**src/rtl/core/ookpw_pkg.sv**
```systemverilog
`timescale 1ns / 1ps

package ookpw_pkg;

	// configuration port geometry
	localparam int unsigned CFG_IDX_W  = 3;
	localparam int unsigned CFG_DATA_W = 64;

	// code length and repeat count register widths
	localparam int unsigned LEN_W = 7;
	localparam int unsigned REP_W = 4;

	// register reset values
	localparam logic [LEN_W-1:0] CODE_LENGTH_RESET  = 7'd1;
	localparam logic [REP_W-1:0] REPEAT_TOTAL_RESET = 4'd10;

	// configuration register indexes
	typedef enum logic [CFG_IDX_W-1:0] {
		REG_ZERO_HIGH    = 3'd0,
		REG_ZERO_LOW     = 3'd1,
		REG_ONE_HIGH     = 3'd2,
		REG_ONE_LOW      = 3'd3,
		REG_GAP          = 3'd4,
		REG_CODE_PATTERN = 3'd5,
		REG_CODE_LENGTH  = 3'd6,
		REG_REPEAT_TOTAL = 3'd7
	} cfg_reg_t;

	// sequencer phases
	typedef enum logic [3:0] {
		PH_IDLE = 4'b0001,
		PH_HIGH = 4'b0010,
		PH_LOW  = 4'b0100,
		PH_GAP  = 4'b1000
	} phase_t;

endpackage

```
**src/rtl/core/ook_pulse_width_code_sender.sv**
```systemverilog
`timescale 1ns / 1ps

// On-off keyed pulse-width code sender.
// Input channel (in_valid/in_ready, start_req): one item per clock tick of pulse
// timing. start_req high on an idle tick starts a transmission; while busy it is
// ignored. That first tick already drives the high of code bit 0.
// Output channel (out_valid/out_ready): exactly one item per input item, carrying
// pin_level, busy_res and finished (finished marks the last tick of the last gap).
// Config port (cfg_we, cfg_index, cfg_data): single-cycle writes, no read-back;
// write only while no transmission is under way.
// Latency: an input item's result is registered and shows on the next cycle.
// Throughput: one item per cycle; the sequencer state and the result register
// both update in the cycle an item is taken, so the tick rate is set only by
// the single output register draining.
// Stall: when out_ready is low with a result held, in_ready drops and the
// sequencer freezes until the result is taken; nothing is lost or repeated.
// Reset (arst_n low): sequencer idle, output register empty, timing registers
// and pattern cleared, code length 1, repeat total 10.
module ook_pulse_width_code_sender #(
	parameter int unsigned MAX_CODE_BITS = 64,
	parameter int unsigned TIME_BITS     = 24
) (
	input  logic                                clk,
	input  logic                                arst_n,
	// tick input
	input  logic                                in_valid,
	output logic                                in_ready,
	input  logic                                start_req,
	// pin output
	output logic                                out_valid,
	input  logic                                out_ready,
	output logic                                pin_level,
	output logic                                busy_res,
	output logic                                finished,
	// configuration
	input  logic                                cfg_we,
	input  logic [ookpw_pkg::CFG_IDX_W-1:0]     cfg_index,
	input  logic [ookpw_pkg::CFG_DATA_W-1:0]    cfg_data
);

	localparam int unsigned BPW = (MAX_CODE_BITS > 1) ? $clog2(MAX_CODE_BITS) : 1;
	localparam logic [ookpw_pkg::LEN_W-1:0] MAX_LEN = ookpw_pkg::LEN_W'(MAX_CODE_BITS);

	// ticks left after the first tick of a phase
	function automatic logic [TIME_BITS-1:0] after_first(input logic [TIME_BITS-1:0] d);
		return (d == '0) ? '0 : d - TIME_BITS'(1);
	endfunction

	// configuration registers
	logic [TIME_BITS-1:0]              zero_high_q, zero_low_q, one_high_q, one_low_q, gap_q;
	logic [MAX_CODE_BITS-1:0]          pattern_q;
	logic [ookpw_pkg::LEN_W-1:0]       length_q;
	logic [ookpw_pkg::REP_W-1:0]       repeat_q;

	always_ff @(posedge clk or negedge arst_n) begin
		if (!arst_n) begin
			zero_high_q <= '0;
			zero_low_q  <= '0;
			one_high_q  <= '0;
			one_low_q   <= '0;
			gap_q       <= '0;
			pattern_q   <= '0;
			length_q    <= ookpw_pkg::CODE_LENGTH_RESET;
			repeat_q    <= ookpw_pkg::REPEAT_TOTAL_RESET;
		end else if (cfg_we) begin
			unique case (ookpw_pkg::cfg_reg_t'(cfg_index))
				ookpw_pkg::REG_ZERO_HIGH:    zero_high_q <= cfg_data[TIME_BITS-1:0];
				ookpw_pkg::REG_ZERO_LOW:     zero_low_q  <= cfg_data[TIME_BITS-1:0];
				ookpw_pkg::REG_ONE_HIGH:     one_high_q  <= cfg_data[TIME_BITS-1:0];
				ookpw_pkg::REG_ONE_LOW:      one_low_q   <= cfg_data[TIME_BITS-1:0];
				ookpw_pkg::REG_GAP:          gap_q       <= cfg_data[TIME_BITS-1:0];
				ookpw_pkg::REG_CODE_PATTERN: pattern_q   <= cfg_data[MAX_CODE_BITS-1:0];
				ookpw_pkg::REG_CODE_LENGTH:  length_q    <= cfg_data[ookpw_pkg::LEN_W-1:0];
				ookpw_pkg::REG_REPEAT_TOTAL: repeat_q    <= cfg_data[ookpw_pkg::REP_W-1:0];
				default: begin
				end
			endcase
		end
	end

	// sequencer state
	ookpw_pkg::phase_t             phase_q;
	logic [BPW-1:0]                bit_pos_q;
	logic [ookpw_pkg::REP_W-1:0]   reps_q;
	logic [TIME_BITS-1:0]          ticks_q;

	// output register
	logic out_valid_q, pin_q, busy_q, fin_q;

	logic accept;
	assign in_ready = !out_valid_q || out_ready;
	assign accept   = in_valid && in_ready;

	// effective length and repeat count
	logic [ookpw_pkg::LEN_W-1:0] eff_len;
	logic [ookpw_pkg::REP_W:0]   eff_rep;
	always_comb begin
		if (length_q == '0) begin
			eff_len = ookpw_pkg::LEN_W'(1);
		end else if (length_q > MAX_LEN) begin
			eff_len = MAX_LEN;
		end else begin
			eff_len = length_q;
		end
		eff_rep = (repeat_q == '0) ? (ookpw_pkg::REP_W+1)'(1) : {1'b0, repeat_q};
	end

	// one tick of the sequencer
	ookpw_pkg::phase_t             ph_cur, ph_d;
	logic [BPW-1:0]                bp_cur, bp_d, bp_inc;
	logic [ookpw_pkg::REP_W-1:0]   reps_cur, reps_d;
	logic [TIME_BITS-1:0]          ticks_cur, ticks_d;
	logic                          pin_d, busy_d, fin_d;
	logic                          bit_cur, bit_next, bit0;
	logic                          last_bit, last_pass;

	always_comb begin
		bit0 = pattern_q[0];

		// start request on an idle tick enters the high of bit 0
		if (phase_q == ookpw_pkg::PH_IDLE && start_req) begin
			ph_cur    = ookpw_pkg::PH_HIGH;
			bp_cur    = '0;
			reps_cur  = '0;
			ticks_cur = after_first(bit0 ? one_high_q : zero_high_q);
		end else begin
			ph_cur    = phase_q;
			bp_cur    = bit_pos_q;
			reps_cur  = reps_q;
			ticks_cur = ticks_q;
		end

		bp_inc    = bp_cur + BPW'(1);
		bit_cur   = pattern_q[bp_cur];
		bit_next  = pattern_q[bp_inc];
		last_bit  = (ookpw_pkg::LEN_W'(bp_cur) + ookpw_pkg::LEN_W'(1)) >= eff_len;
		last_pass = ({1'b0, reps_cur} + (ookpw_pkg::REP_W+1)'(1)) >= eff_rep;

		ph_d    = ph_cur;
		bp_d    = bp_cur;
		reps_d  = reps_cur;
		ticks_d = ticks_cur;
		pin_d   = 1'b0;
		busy_d  = 1'b0;
		fin_d   = 1'b0;

		if (ph_cur != ookpw_pkg::PH_IDLE) begin
			busy_d = 1'b1;
			pin_d  = (ph_cur == ookpw_pkg::PH_HIGH);
			if (ticks_cur != '0) begin
				ticks_d = ticks_cur - TIME_BITS'(1);
			end else begin
				unique case (ph_cur)
					ookpw_pkg::PH_HIGH: begin
						ph_d    = ookpw_pkg::PH_LOW;
						ticks_d = after_first(bit_cur ? one_low_q : zero_low_q);
					end
					ookpw_pkg::PH_LOW: begin
						if (last_bit) begin
							ph_d    = ookpw_pkg::PH_GAP;
							ticks_d = after_first(gap_q);
						end else begin
							ph_d    = ookpw_pkg::PH_HIGH;
							bp_d    = bp_inc;
							ticks_d = after_first(bit_next ? one_high_q : zero_high_q);
						end
					end
					ookpw_pkg::PH_GAP: begin
						if (last_pass) begin
							fin_d   = 1'b1;
							ph_d    = ookpw_pkg::PH_IDLE;
							bp_d    = '0;
							reps_d  = '0;
							ticks_d = '0;
						end else begin
							ph_d    = ookpw_pkg::PH_HIGH;
							bp_d    = '0;
							reps_d  = reps_cur + ookpw_pkg::REP_W'(1);
							ticks_d = after_first(bit0 ? one_high_q : zero_high_q);
						end
					end
					default: begin
						ph_d = ookpw_pkg::PH_IDLE;
					end
				endcase
			end
		end
	end

	// state advances only on an accepted tick
	always_ff @(posedge clk or negedge arst_n) begin
		if (!arst_n) begin
			phase_q   <= ookpw_pkg::PH_IDLE;
			bit_pos_q <= '0;
			reps_q    <= '0;
			ticks_q   <= '0;
		end else if (accept) begin
			phase_q   <= ph_d;
			bit_pos_q <= bp_d;
			reps_q    <= reps_d;
			ticks_q   <= ticks_d;
		end
	end

	// result register
	always_ff @(posedge clk or negedge arst_n) begin
		if (!arst_n) begin
			out_valid_q <= 1'b0;
		end else if (accept) begin
			out_valid_q <= 1'b1;
		end else if (out_ready) begin
			out_valid_q <= 1'b0;
		end
	end

	always_ff @(posedge clk) begin
		if (accept) begin
			pin_q  <= pin_d;
			busy_q <= busy_d;
			fin_q  <= fin_d;
		end
	end

	assign out_valid = out_valid_q;
	assign pin_level = pin_q;
	assign busy_res  = busy_q;
	assign finished  = fin_q;

`ifndef SYNTHESIS
	// the finishing tick is a busy tick with the pin low
	a_fin_busy_low: assert property (@(posedge clk) disable iff (!arst_n)
		(out_valid && finished) |-> (busy_res && !pin_level))
		else $error("finished item not busy or pin high");

	// an idle item never drives the pin
	a_idle_pin_low: assert property (@(posedge clk) disable iff (!arst_n)
		(out_valid && !busy_res) |-> !pin_level)
		else $error("pin high while idle");

	// idle state carries no leftover counts
	a_idle_clean: assert property (@(posedge clk) disable iff (!arst_n)
		(phase_q == ookpw_pkg::PH_IDLE) |-> (ticks_q == '0 && bit_pos_q == '0 && reps_q == '0))
		else $error("idle with stale counters");

	// a finishing tick returns the sequencer to idle
	a_fin_to_idle: assert property (@(posedge clk) disable iff (!arst_n)
		(accept && fin_d) |=> (phase_q == ookpw_pkg::PH_IDLE))
		else $error("sequencer not idle after finish");

	// the sequencer holds while no tick is taken
	a_hold_stall: assert property (@(posedge clk) disable iff (!arst_n)
		!accept |=> ($stable(phase_q) && $stable(ticks_q)))
		else $error("sequencer moved without a tick");
`endif

endmodule
```
**config.mk**
```make
export PLATFORM = sky130hd
export DESIGN_NAME = ook_pulse_width_code_sender
export DESIGN_NICKNAME = d
export VERILOG_FILES = /design/src/rtl/core/ookpw_pkg.sv /design/src/rtl/core/ook_pulse_width_code_sender.sv
export SDC_FILE = /design/constraint.sdc
export NUM_CORES = 1
export LEC_CHECK = 0
export ABC_AREA = 0
export BUFFER_PORTS_ARGS = -buffer_cell sky130_fd_sc_hd__buf_2
export CORE_MARGIN = 2
export CORE_UTILIZATION = 45
export CTS_CLUSTER_DIAMETER = 120
export CTS_CLUSTER_SIZE = 14
export DETAILED_ROUTE_END_ITERATION = 7
export GPL_ROUTABILITY_DRIVEN = 0
export GPL_TIMING_DRIVEN = 1
export MAX_ROUTING_LAYER = met4
export SYNTH_ARGS = -nofsm -noshare
export SYNTH_HDL_FRONTEND = slang
export SYNTH_SLANG_ARGS = --single-unit
```
**constraint.sdc**
```tcl
create_clock -name clk -period 5.4 [get_ports clk]
set_input_delay 0.81 -clock clk [delete_from_list [all_inputs] [get_ports clk]]
set_output_delay 0.81 -clock clk [all_outputs]
set_load 0.01 [all_outputs]
```
-- Yosys cells after proc, flatten, opt, wreduce, memory -nomap -nowiden
Index checks and enable logic that the tools add are counted.
W data, S select, Z words.
- register bits after elaboration: 237
- bits of input ports: 73
- logic and storage cells: 106
- output and inout bits: 5
- mux-type cells: 40
- reductions and logical operators: 22
- eq/ne operators: 12
- magnitude comparators: 5
- bitwise gates (word level): 2
- $add $sub $neg: 9
- operators with widths (kind ; count):
    $mux W24 ; 12
    $sub A24 B1 Y24 const B ; 5
    $logic_not A24 Y1 ; 4
    $pmux W24 S3 ; 1
    $mux W4 ; 10
    $mux W6 ; 4
    $reduce_bool A24 Y1 ; 1
    $reduce_and A2 Y1 ; 8
    $lt A6 B7 Y1 const B ; 2
    $mux W7 ; 2
    $bmux W1 S6 ; 2
    $eq A3 B3 Y1 const B ; 4
    $pmux W4 S3 ; 1
    $pmux W6 S2 ; 1
    $add A6 B1 Y7 const B ; 1
    $ge A7 B7 Y1 ; 1
    $gt A7 B7 Y1 const B ; 1
    $logic_not A7 Y1 ; 1
    $add A6 B1 Y6 const B ; 1
    $eq A3 B2 Y1 const B ; 2
    $mux W1 ; 6
    $add A4 B1 Y5 const B ; 1
    $ge A5 B4 Y1 ; 1
    $add A4 B1 Y4 const B ; 1
    15 further kinds ; 17

-- Logic depth before layout (Yosys ltp)
Gate-level depths: netlist (run 1).
- depth in word-level cells: 13
- gate-level depth with buffers: 24
- depth with buffers taken out: 17

-- Worst setup path before layout (run 1)
No wires, ideal clock.
- path kind: input to register
- start point: input start_req
- end point: register ticks_q[3]
- data required time: 5279 ps
- path buffers: 5
- stages on the path: 18
- arrival time: 5124 ps
- setup time: 121 ps
- path slack: 155 ps
- path through: nor2b_1 -> clkbuf_1 -> nand2_1 -> clkbuf_1 -> a311oi_1 -> o211ai_1 -> a41oi_1 -> buf_2 -> buf_1 -> mux2i_1 -> ha_1 -> inv_1 -> o41ai_1 -> mux2i_1 -> clkbuf_1 -> a221oi_1 -> nor2_1 -> o22a_1
- word-level cells in the longest chain between the ends: 12
- elaborated cells between the ends (all ways): 33
- those cells by class: add/sub: 6; order compare: 2; eq/ne: 4; mux: 17; reduce/logical: 4
- ends and longest elaborated chain (item ; RTL line ; text):
    start: declaration ; ook_pulse_width_code_sender.sv:28 ; input logic start_req,
    $logic_and A1 B1 Y1 (*) ; ook_pulse_width_code_sender.sv:121 ; if (phase_q == ookpw_pkg::PH_IDLE && start_req) begin
    $mux W6 ; ook_pulse_width_code_sender.sv:121 ;
    $add A6 B1 Y6 ; ook_pulse_width_code_sender.sv:133 ; bp_inc = bp_cur + BPW'(1);
    $bmux W1 S6 ; ook_pulse_width_code_sender.sv:135 ; bit_next = pattern_q[bp_inc];
    $mux W1 (not written as such) ; ook_pulse_width_code_sender.sv:135 ;
    $mux W24 ; ook_pulse_width_code_sender.sv:165 ; ticks_d = after_first(bit_next ? one_high_q : zero_high_q);
    $sub A24 B1 Y24 / $logic_not A24 Y1 (equally long branches) ; ook_pulse_width_code_sender.sv:46 ; return (d == '0) ? '0 : d - TIME_BITS'(1);
    $mux W24 ; ook_pulse_width_code_sender.sv:46 ;
    $mux W24 ; ook_pulse_width_code_sender.sv:159 ; if (last_bit) begin
    $pmux W24 S3 ; ook_pulse_width_code_sender.sv:153 ; unique case (ph_cur)
    $mux W24 ; ook_pulse_width_code_sender.sv:150 ; if (ticks_cur != '0) begin
    $mux W24 (*) ; ook_pulse_width_code_sender.sv:147 ; if (ph_cur != ookpw_pkg::PH_IDLE) begin
    end signal: assignment ; ook_pulse_width_code_sender.sv:201 ; ticks_q <= ticks_d;
    end: declaration ; ook_pulse_width_code_sender.sv:85 ; logic [TIME_BITS-1:0] ticks_q;
Mark *: on every way between the ends. The rest lies on a longest branch, timed or not. The select of a mux whose other input is x is not followed.
A chain may end at the register's enable or synchronous reset.

-- Final worst setup path (run 1)
- start point: register phase_q[0]
- end point: register ticks_q[22]
- word-level cells in the longest chain between the ends: 13
- elaborated cells between the ends (all ways): 34
- those cells by class: add/sub: 6; order compare: 2; eq/ne: 5; mux: 17; reduce/logical: 4
- ends and longest elaborated chain (item ; RTL line ; text):
    start: declaration ; ook_pulse_width_code_sender.sv:82 ; ookpw_pkg::phase_t phase_q;
    start signal: assignment ; ook_pulse_width_code_sender.sv:193 ; phase_q <= ookpw_pkg::PH_IDLE;
    start signal: assignment ; ook_pulse_width_code_sender.sv:198 ; phase_q <= ph_d;
    $eq A4 B1 Y1 ; ook_pulse_width_code_sender.sv:121 ;
    $logic_and A1 B1 Y1 ; ook_pulse_width_code_sender.sv:121 ;
    $mux W6 ; ook_pulse_width_code_sender.sv:121 ;
    $add A6 B1 Y6 ; ook_pulse_width_code_sender.sv:133 ;
    $bmux W1 S6 ; ook_pulse_width_code_sender.sv:135 ;
    $mux W1 (not written as such) ; ook_pulse_width_code_sender.sv:135 ;
    $mux W24 ; ook_pulse_width_code_sender.sv:165 ;
    $sub A24 B1 Y24 / $logic_not A24 Y1 (equally long branches) ; ook_pulse_width_code_sender.sv:46 ;
    $mux W24 ; ook_pulse_width_code_sender.sv:46 ;
    $mux W24 ; ook_pulse_width_code_sender.sv:159 ;
    $pmux W24 S3 ; ook_pulse_width_code_sender.sv:153 ;
    $mux W24 ; ook_pulse_width_code_sender.sv:150 ;
    $mux W24 (*) ; ook_pulse_width_code_sender.sv:147 ;
Marks and branches as above.

==> metrics.cfg, run 1 <==
[route]
wl_per_cell_um = 23.7
drc = 0
ant_nets = 0
vias = 14300
dr.pass1.iters = 7
avgViaCountPerCell = 6.39
drt_iter0_drc = 1465
route.final.wire_length_um = 53200

[worst_setup_path]
worstPathArrival_ps = 5340
cp_cell_sequence = or3b_2 > nor2_4 > buf_4 > o22ai_1 > o31ai_1 > a222oi_1 > a41oi_4 > mux2i_1 > ha_1 > nand3_1 > nor4_1 > nand4b_1 > xor2_1 > nor2_1 > a2111oi_0 > buf_4 > a31oi_1 > nor4b_1 > o22ai_1
rr_worst_depth = 19
startpoint_type = flop
cp-end-kind = flop
critPathMaxStageDelay_ps = 600
r2r-start = phase_q[0]
crit_type = reg2reg
rrSetupSlack_ps = 460
path_buf_inv = 2
worstPathMaxFanout = 13
required_ps = 5800
r2r_end = ticks_q[22]
path_delay_family = simple AND/OR/NAND/NOR gates
crit_path_top_delay_cell = dfstp_2

[clocking]
htree_num_levels = 1
cts_root_buf = clkbuf_16
hold_buffers = 0
post_cts_buffers = 0
cts_made_buffers = 21
clock_sinks = 237
clock_latency_ps = 540
cts.clk_slew.worst_paths_ps = 90
cts_buffer_depth = 3
cts_tree = built
cts_resized = 0

[pwr]
powerDensity_nw_per_um2 = 338
leakage_uw = 0.00694
ir_drop_uv = 246

[sta]
finalHoldViolCount = 0
slew_headroom = 0.240
skew_ps = 44.1
tightest_slew_ps = 1140
slew_viol_final = 0
period_minus_slack_ps = 4940
setup_viol = 0
max_freq_mhz = 202
setup_ws_ps = 457
fin_crit_sh = 0.915

[final_layout]
drive_gt1_frac = 0.245
fin_nets = 1864
area_growth_pct = 10.2
final_common_cell = dfrtp_1
final_cell_mix = dfrtp_1, mux2_2, nor2_1
stdcell_area_um2 = 18000
fill_cells = 3343

[logic_synthesis]
synthMuxAreaShare = 0.180
async_flop_share = 0.987
ys_ff_latch = 237
synth_area_per_cell_um2 = 9.53
synth_top_family_by_area = simple AND/OR/NAND/NOR gates
synth_edf_count = 3
synth_flop_cell = dfrtp_1
synthAdderAreaFrac = 0.0153
synth_compound_area_frac = 0.162
synth.area.top_cells = dfrtp_1, mux2_2, xnor2_1
yosysWarnings = 0
synthXorXnorAreaFrac = 0.0627
yosys.area_share.simple = 0.181
syn_area_um2 = 16300
ys_seq_area_frac = 0.364
synth_cell_types = 95
synth_top_area_frac = 0.352
synth_nets = 1807
netlist.top_cell.by_area = dfrtp_1
netlist_instances = 1714

[status]
outcome = finished clean

[global_route]
antenna_found_initial = 2
track_usage = 0.288
grt_overflow_total = 0
grt_pass1_vias = 13900
grt_max_degree = 136
grt_pass1_wl_um = 82700

[floorplanning]
fp.dieArea_um2 = 37800
die_width_um = 195
fp-row-count = 69
start_util = 0.458
fp.dieH_um = 195
io_pins = 78
core_um2 = 35700

[hold_path]
hold_class = in2async

[place]
dp_hpwl_um = 39600
port_buffers = 77
post-place-ws_ps = 330
placed_area_um2 = 17400

[flow_run]
max_cap_viol_count = 0

==> synthesized netlist by cell type (10+ instances only) <==
library cell / n
a21oi_1: 98
a221oi_1: 14
a22o_1: 13
a22oi_1: 17
a31oi_1: 23
buf_1: 14
buf_2: 21
clkbuf_1: 63
dfrtp_1: 230
ha_1: 20
inv_1: 28
mux2_2: 205
mux2i_1: 45
nand2_1: 110
nand2b_1: 27
nand3_1: 26
nand3b_1: 10
nand4_1: 20
nor2_1: 159
nor2b_1: 13
nor3_1: 64
nor3b_1: 12
nor4_1: 27
o211ai_1: 12
o21ai_0: 58
o221ai_1: 18
o22ai_1: 26
o31ai_1: 14
or3_1: 12
xnor2_1: 72
xor2_1: 45
==> per-stage QoR <==
step,hold slack [ps],TNS (ps),utilization,power [µW],instances
after floorplan,479,0,-,3910,1714
after global placement,496,0,0.488,4600,2209
after detailed placement,496,0,0.488,4630,2209
after CTS,372,0,0.505,6050,2240
after global routing,404,-7.69,0.505,6400,2242
final,331,0,0.505,6080,2242
==> per-layer routing <==
layer | vias up | share of wire | track usage
li1 | 6497 | - | -
met1 | 7102 | 0.44 | 0.398
met2 | 630 | 0.43 | 0.414
met3 | 95 | 0.10 | 0.0796
met4 | 0 | 0.027 | 0.0772
met5 | - | 0 | -
==> how the worst max path moves through the flow <==
stage | from | end | cells after the start | slack (ps)
after global routing | phase_q[0] | ticks_q[22] | 19 | -8
after detailed placement | phase_q[0] | ticks_q[22] | 19 | 330
after global placement | phase_q[0] | ticks_q[22] | 19 | 480
after floorplan | start_req | ticks_q[3] | 18 | 150
after CTS | phase_q[0] | ticks_q[22] | 19 | 300
final | phase_q[0] | ticks_q[22] | 19 | 460
==> worst reg2reg max path: cells and delay by family, from the launching register on <==
kind,cells,cell delay (ps)
xor gates and xnor gates,1,170
buffers and inverters,2,420
AOI/OAI and AO/OA,7,1280
adders and majority gates,1,250
muxes,1,280
DFF,1,600
and+or+nand+nor,7,1840
==> final cells by class <==
type                       instances  area [µm²]  area share
multi-input combinational       1343        9880       0.549
antenna                            2        5.00    0.000278
clock inverter                     1        16.3    0.000903
timing repair buffer             139         898      0.0499
clock buffer                      30         569      0.0316
inverter                          29         109     0.00604
sequential                       237        5950       0.331
tap                              461         577      0.0320
==> cells by family after synthesis <==
group,Yosys count
AOI/OAI and AO/OA,391
xor gates and xnor gates,117
adders and majority gates,20
buffers and inverters,134
DFF,237
muxes,258
and+or+nand+nor,557
==> state kept, by name (all words and copies together), names as in the netlist, 4 cells and up <==
signal and count:
zero_low_q 24, reps_q 4, phase_q 4, one_low_q 24, ticks_q 24, repeat_q 4
gap_q 24, length_q 7, bit_pos_q 6, zero_high_q 24, pattern_q 64, one_high_q 24
==> where the power goes <==
| group | total, µW | switching [µW] | internal (µW) |
|---|---|---|---|
| Sequential | 2670 | 516 | 2160 |
| Clock | 1410 | 682 | 729 |
| Combinational | 2000 | 1110 | 894 |
| Total | 6080 | 2300 | 3780 |
Note: power is estimated with default switching activity, not from simulation.
==> run 2, diff against run 1 <==
--- a/config.mk
+++ b/config.mk
@@ -9,6 +9,7 @@
 export BUFFER_PORTS_ARGS = -buffer_cell sky130_fd_sc_hd__buf_2
 export CORE_MARGIN = 2
 export CORE_UTILIZATION = 45
+export CTS_BUF_LIST = sky130_fd_sc_hd__clkbuf_8
 export CTS_CLUSTER_DIAMETER = 120
 export CTS_CLUSTER_SIZE = 14
 export DETAILED_ROUTE_END_ITERATION = 7
==> run 2 against run 1 <==
  * Die area did not move
  * Highest routed layer unchanged
  * Design area fell by 1.1%
  * Total power fell by 6.8%
  * Count of clock-buffer cells in the layout fell by 8
  * Maximum frequency fell by 0.81%
  * Global-route usage fell by 0.11 points
  * Setup slack got worse by 40 ps
  * Largest cell class unchanged
  * Critical path type unchanged
  * Sequential share of layout area rose by 0.38 points
  * Sequential power barely moved
==> metrics.cfg, run 2 (synthesis results as in run 1) <==
[status]
outcome = finished clean

[flow_run]
max_cap_viol_count = 0  ; unchanged

[sta]
period_minus_slack_ps = 4980  ; +40.2 ps
finalHoldViolCount = 0  ; unchanged
skew_ps = 54.9  ; +10.8 ps
hold_ws_ps = 287  ; -44.1 ps
tightest_slew_ps = 1150  ; +16.1 ps
slew_headroom = 0.229  ; -0.0108
setup_ws_ps = 417  ; -40.2 ps
setup_viol = 0  ; unchanged
fin_crit_sh = 0.923  ; +0.00744
setup_tns_ps = 0  ; unchanged
slew_viol_final = 0  ; unchanged
max_freq_mhz = 201  ; -0.81%
rsz0062_at_grt = no

[route]
vias = 14300  ; unchanged
avgViaCountPerCell = 6.38  ; -0.18%
wl_per_cell_um = 23.6  ; -0.36%
route.final.wire_length_um = 53100  ; -0.18%
drt_iter0_drc = 1490  ; +1.7%
dr.pass1.iters = 5  ; -2
ant_nets = 0  ; unchanged
drc = 0  ; unchanged

[pwr]
leakage_uw = 0.00689  ; -0.77%
clockPowerShare = 0.177  ; -0.055
p_seq_frac = 0.471  ; +0.032
netSwitchingFraction = 0.396  ; +0.0172
p_int_uw = 3430  ; -9.4%
ir_drop_uv = 210  ; -15%
powerDensity_nw_per_um2 = 319  ; -5.7%
power.switching_uw = 2250  ; -2.5%
comb_power_share = 0.352  ; +0.023

[global_route]
grt_overflow_total = 0  ; unchanged
grt_pass1_wl_um = 82300  ; -0.43%
track_usage = 0.287  ; -0.00107
grt_pass1_vias = 13800  ; -0.13%
antenna_found_initial = 2  ; unchanged
grt_max_degree = 136  ; unchanged

[final_layout]
regArea_um2 = 5950  ; unchanged
fill_cells = 3373  ; +0.90%
area_growth_pct = 8.95
largest_reg_flops = 64  ; unchanged
fin_nets = 1868  ; +0.21%
final_cells = 2246  ; +0.18%
stdcell_area_um2 = 17800  ; -1.1%
final_cell_mix = dfrtp_1, mux2_2, nor2_1
final_common_cell = dfrtp_1
largest-register = pattern_q
drive_gt1_frac = 0.246  ; +0.00169
multi_input_area_um2 = 9880  ; unchanged

[clocking]
cts_tree = built
clock_latency_ps = 570  ; +30 ps
cts_root_buf = clkbuf_8
cts.clk_slew.worst_paths_ps = 130  ; +40 ps
htree_num_levels = 1  ; unchanged
hold_buffers = 0  ; unchanged
cts_made_buffers = 21  ; unchanged
clock_sinks = 237  ; unchanged
cts_buffer_depth = 3  ; unchanged

[worst_setup_path]
worstPathMaxFanout = 34  ; +21
critPathMaxStageDelay_ps = 750  ; +150 ps
worstPathArrival_ps = 5430  ; +90 ps
path_depth = 15  ; -4
path_delay_family = simple AND/OR/NAND/NOR gates
startpoint_type = flop
path_buf_inv = 0  ; -2
rr_worst_depth = 15  ; -4
crit_type = reg2reg
crit_path_top_delay_cell = dfrtp_2
required_ps = 5850  ; +50 ps
cp_cell_sequence = nand2b_1 > nor2_1 > a221oi_1 > nor3_1 > o311ai_0 > nand4_1 > mux2i_1 > ha_1 > nor4b_1 > nor4b_1 > nor2_1 > mux2_2 > nor2b_1 > a2111oi_0 > nor2_1
cp_common_cell = nor2_1
cp-end-kind = flop

[floorplanning]
io_pins = 78  ; unchanged
start_util = 0.458  ; unchanged
die_width_um = 195  ; unchanged
fp-row-count = 69  ; unchanged
fp.dieArea_um2 = 37800  ; unchanged
core_um2 = 35700  ; unchanged
fp.dieH_um = 195  ; unchanged

[place]
placed_area_um2 = 17400  ; unchanged
port_buffers = 77  ; unchanged
dp.cells = 2209  ; unchanged
dp_hpwl_um = 39600  ; unchanged
post-place-ws_ps = 330  ; unchanged

[hold_path]
hold_class = in2async

==> run 2: changes by cell type in the layout (fill, tap and decap cells not counted), sizes merged <==
cell	change
buf	+4
inv	+8
clkbuf	-8
==> run 2: worst paths after layout <==
| kind | from | to | slack (ps) |
|---|---|---|---|
| max | bit_pos_q[0] | ticks_q[14] | 420 |
| min | arst_n | ticks_q[2] | 290 |
| max reg2reg | bit_pos_q[0] | ticks_q[14] | 420 |
| min reg2reg | repeat_q[0] | repeat_q[0] | 520 |
| max in group asynchronous | arst_n | pattern_q[29] | 3820 |
| min in group clk | in_valid | out_valid | 460 |
==> run 2: layout make-up <==
cell class / count / share of cell area
Timing Repair Buffer: 143 / 0.0522
Multi-Input combinational cell: 1343 / 0.555
Sequential cell: 237 / 0.335
Clock buffer: 22 / 0.0170
Inverter: 29 / 0.00612
Tap cell: 461 / 0.0324
Antenna cell: 2 / 0.000281
Clock inverter: 9 / 0.00260
==> run 2: routing by layer <==
layer / GRT usage / part of all wire / vias to the layer above
met5: - / 0 / -
met4: 0.0786 / 0.028 / 0
met3: 0.0783 / 0.10 / 103
met2: 0.413 / 0.43 / 656
met1: 0.396 / 0.44 / 7066
li1: - / - / 6499
==> run 2: power groups by stage <==
stage               clock network, µW  registers (µW)  logic, µW
floorplan                           0            2470       1440
finish                           1000            2670       2000
CTS                              1040            2650       1960
detailed placement                  0            2680       1950
global route                     1100            2720       2170
global placement                    0            2670       1930
==> run 2: per-stage QoR <==
stage	power, µW	util
3_3_place_gp	4600	0.488
5_1_grt	5990	0.499
6_report	5670	0.499
2_1_floorplan	3910	-
3_5_place_dp	4630	0.488
4_1_cts	5650	0.498
==> run 2: repair_timing <==
item,CTS,global route
hold endpoints to repair,0,0
setup buffers,0,4
endpoints found under the setup margin,0,7
gates resized for setup,0,3
==> run 3, diff against run 2 <==
--- a/config.mk
+++ b/config.mk
@@ -6,7 +6,7 @@
 export NUM_CORES = 1
 export LEC_CHECK = 0
 export ABC_AREA = 0
-export BUFFER_PORTS_ARGS = -buffer_cell sky130_fd_sc_hd__buf_2
+export BUFFER_PORTS_ARGS = -buffer_cell sky130_fd_sc_hd__buf_4
 export CORE_MARGIN = 2
 export CORE_UTILIZATION = 45
 export CTS_BUF_LIST = sky130_fd_sc_hd__clkbuf_8
==> run 3 against run 2 <==
  * Design area rose by 1.2%
  * Total power rose by 0.74%
  * Utilization up 0.61 points
  * Critical path type unchanged
  * Count of clock-buffer cells in the layout did not move
  * Flip-flop and latch count unchanged
  * Wire length about the same
  * Largest cell class unchanged
==> metrics.cfg, run 3 (synthesis results as in run 1) <==
[status]
outcome = finished clean

[clocking]
clock_latency_ps = 570  ; about the same
cts.clk_slew.worst_paths_ps = 100  ; -30 ps
cts_root_buf = clkbuf_8
clock_sinks = 237  ; unchanged
cts_buffer_depth = 3  ; unchanged
cts_made_buffers = 21  ; unchanged
htree_num_levels = 1  ; unchanged
cts_tree = built

[route]
route.final.wire_length_um = 53100  ; about the same
vias = 14200  ; -0.55%
drc = 0  ; unchanged
ant_nets = 0  ; unchanged
drt_iter0_drc = 1532  ; +2.8%
avgViaCountPerCell = 6.35  ; -0.51%
wl_per_cell_um = 23.7  ; about the same
dr.pass1.iters = 6  ; +1

[pwr]
ir_drop_uv = 212  ; +1.2%
p_seq_frac = 0.466  ; -0.005
powerDensity_nw_per_um2 = 317  ; -0.47%
p_int_uw = 3450  ; +0.63%
leakage_uw = 0.00695  ; +0.99%
power_uw = 5710  ; +0.74%
power.switching_uw = 2270  ; +0.90%
netSwitchingFraction = 0.397  ; +0.000630
comb_power_share = 0.355  ; +0.003
clockPowerShare = 0.179  ; +0.002

[hold_path]
hold_class = in2async

[sta]
fin_crit_sh = 0.921  ; -0.00215
setup_tns_ps = 0  ; unchanged
period_minus_slack_ps = 4970  ; -11.6 ps
finalHoldViolCount = 0  ; unchanged
tightest_slew_ps = 1000  ; -149 ps
rsz0062_at_grt = no
slew_headroom = 0.325  ; +0.0961
setup_viol = 0  ; unchanged
max_freq_mhz = 201  ; +0.23%
slew_viol_final = 0  ; unchanged
skew_ps = 23.3  ; -31.6 ps

[worst_setup_path]
rr_worst_depth = 16  ; +1
cp-end-kind = flop
cp_cell_sequence = buf_4 > nor3b_1 > nor2_1 > nor4_4 > and2_0 > nor3_1 > a21oi_1 > ha_1 > o21ai_0 > a21o_1 > or3_1 > nor4_4 > nand2_2 > nor2_4 > a221oi_1 > a311oi_1
required_ps = 5860  ; about the same
critPathMaxStageDelay_ps = 720  ; -30 ps
crit_type = reg2reg
path_delay_family = simple AND/OR/NAND/NOR gates
worstPathMaxFanout = 20  ; -41%
cp_common_cell = nor4_4
rrSetupSlack_ps = 430  ; about the same
startpoint_type = flop
worstPathArrival_ps = 5430  ; about the same
crit_path_top_delay_cell = dfrtp_2
path_buf_inv = 1  ; +1
path_depth = 16  ; +1

[floorplanning]
fp-row-count = 69  ; unchanged
fp.dieH_um = 195  ; unchanged
start_util = 0.458  ; unchanged
die_width_um = 195  ; unchanged
io_pins = 78  ; unchanged
core_um2 = 35700  ; unchanged
fp.dieArea_um2 = 37800  ; unchanged

[final_layout]
drive_gt1_frac = 0.248  ; +0.00224
largest_reg_flops = 64  ; unchanged
final_util = 0.505  ; +0.00607
largest-register = pattern_q
area_growth_pct = 10.3
final_cell_mix = dfrtp_1, mux2_2, nor2_1
fin_nets = 1869  ; +0.054%
final_common_cell = dfrtp_1

[global_route]
track_usage = 0.289  ; +0.00198
antenna_found_initial = 1  ; -1
grt_pass1_vias = 13700  ; -0.91%
grt_overflow_total = 0  ; unchanged
grt_max_degree = 139  ; +2.2%
grt_pass1_wl_um = 83100  ; +0.96%

[place]
dp_hpwl_um = 39400  ; -0.68%
port_buffers = 77  ; unchanged

[flow_run]
max_cap_viol_count = 0  ; unchanged

-- run 3: cell count changes in the layout (fill, tap and decap cells not counted), sizes merged --
cell   before  now
inv        36   35
buf       143  144
diode       2    1
-- run 3: stage by stage --
step / std cells / cell area [µm²] / worst slack [ps] / hold slack (ps)
after global placement: 2211 / 17600 / 388 / 494
after detailed placement: 2211 / 17600 / 285 / 498
after global routing: 2245 / 18000 / 0.536 / 308
after floorplan: 1714 / 16300 / 155 / 479
final: 2245 / 18000 / 429 / 284
after CTS: 2241 / 18000 / 224 / 284
-- run 3: area by class of cell --
type                       count  area [µm²]
antenna                        1        2.50
inverter                      29         109
fill                        3358       17600
timing repair buffer         144        1150
tap                          461         577
sequential                   237        5960
clock inverter                 8        40.0
clock buffer                  22         303
multi-input combinational   1343        9870
-- run 3: power by group through the flow --
stage	Combinational (µW)	Clock [µW]	Sequential [µW]
floorplan	1440	0	2470
CTS	1990	1060	2640
finish	2030	1020	2660
global placement	1960	0	2660
global route	2200	1130	2720
detailed placement	1980	0	2680
-- run 3: final timing paths --
path	endpoint	from
setup reg to reg	ticks_q[4]	pattern_q[0]
hold / removal	out_valid	arst_n
setup / recovery	ticks_q[4]	pattern_q[0]
max in group asynchronous	pattern_q[31]	arst_n
hold reg to reg	repeat_q[0]	repeat_q[0]
min in group clk	out_valid	in_valid
-- run 3: repair_timing --
item	in CTS	in global routing
hold buffers	0	0
setup buffers	0	3
gates resized for setup	0	5
endpoints found under the setup margin	0	24
endpoints found under the hold margin	0	0
-- run 3: metal layers --
metal | wire length, µm | track usage | vias to the layer above
li1 | - | - | 6494
met3 | 4520 | 0.0548 | 103
met2 | 23000 | 0.423 | 625
met1 | 24400 | 0.413 | 7023
met5 | 0 | - | -
met4 | 1230 | 0.0667 | 0
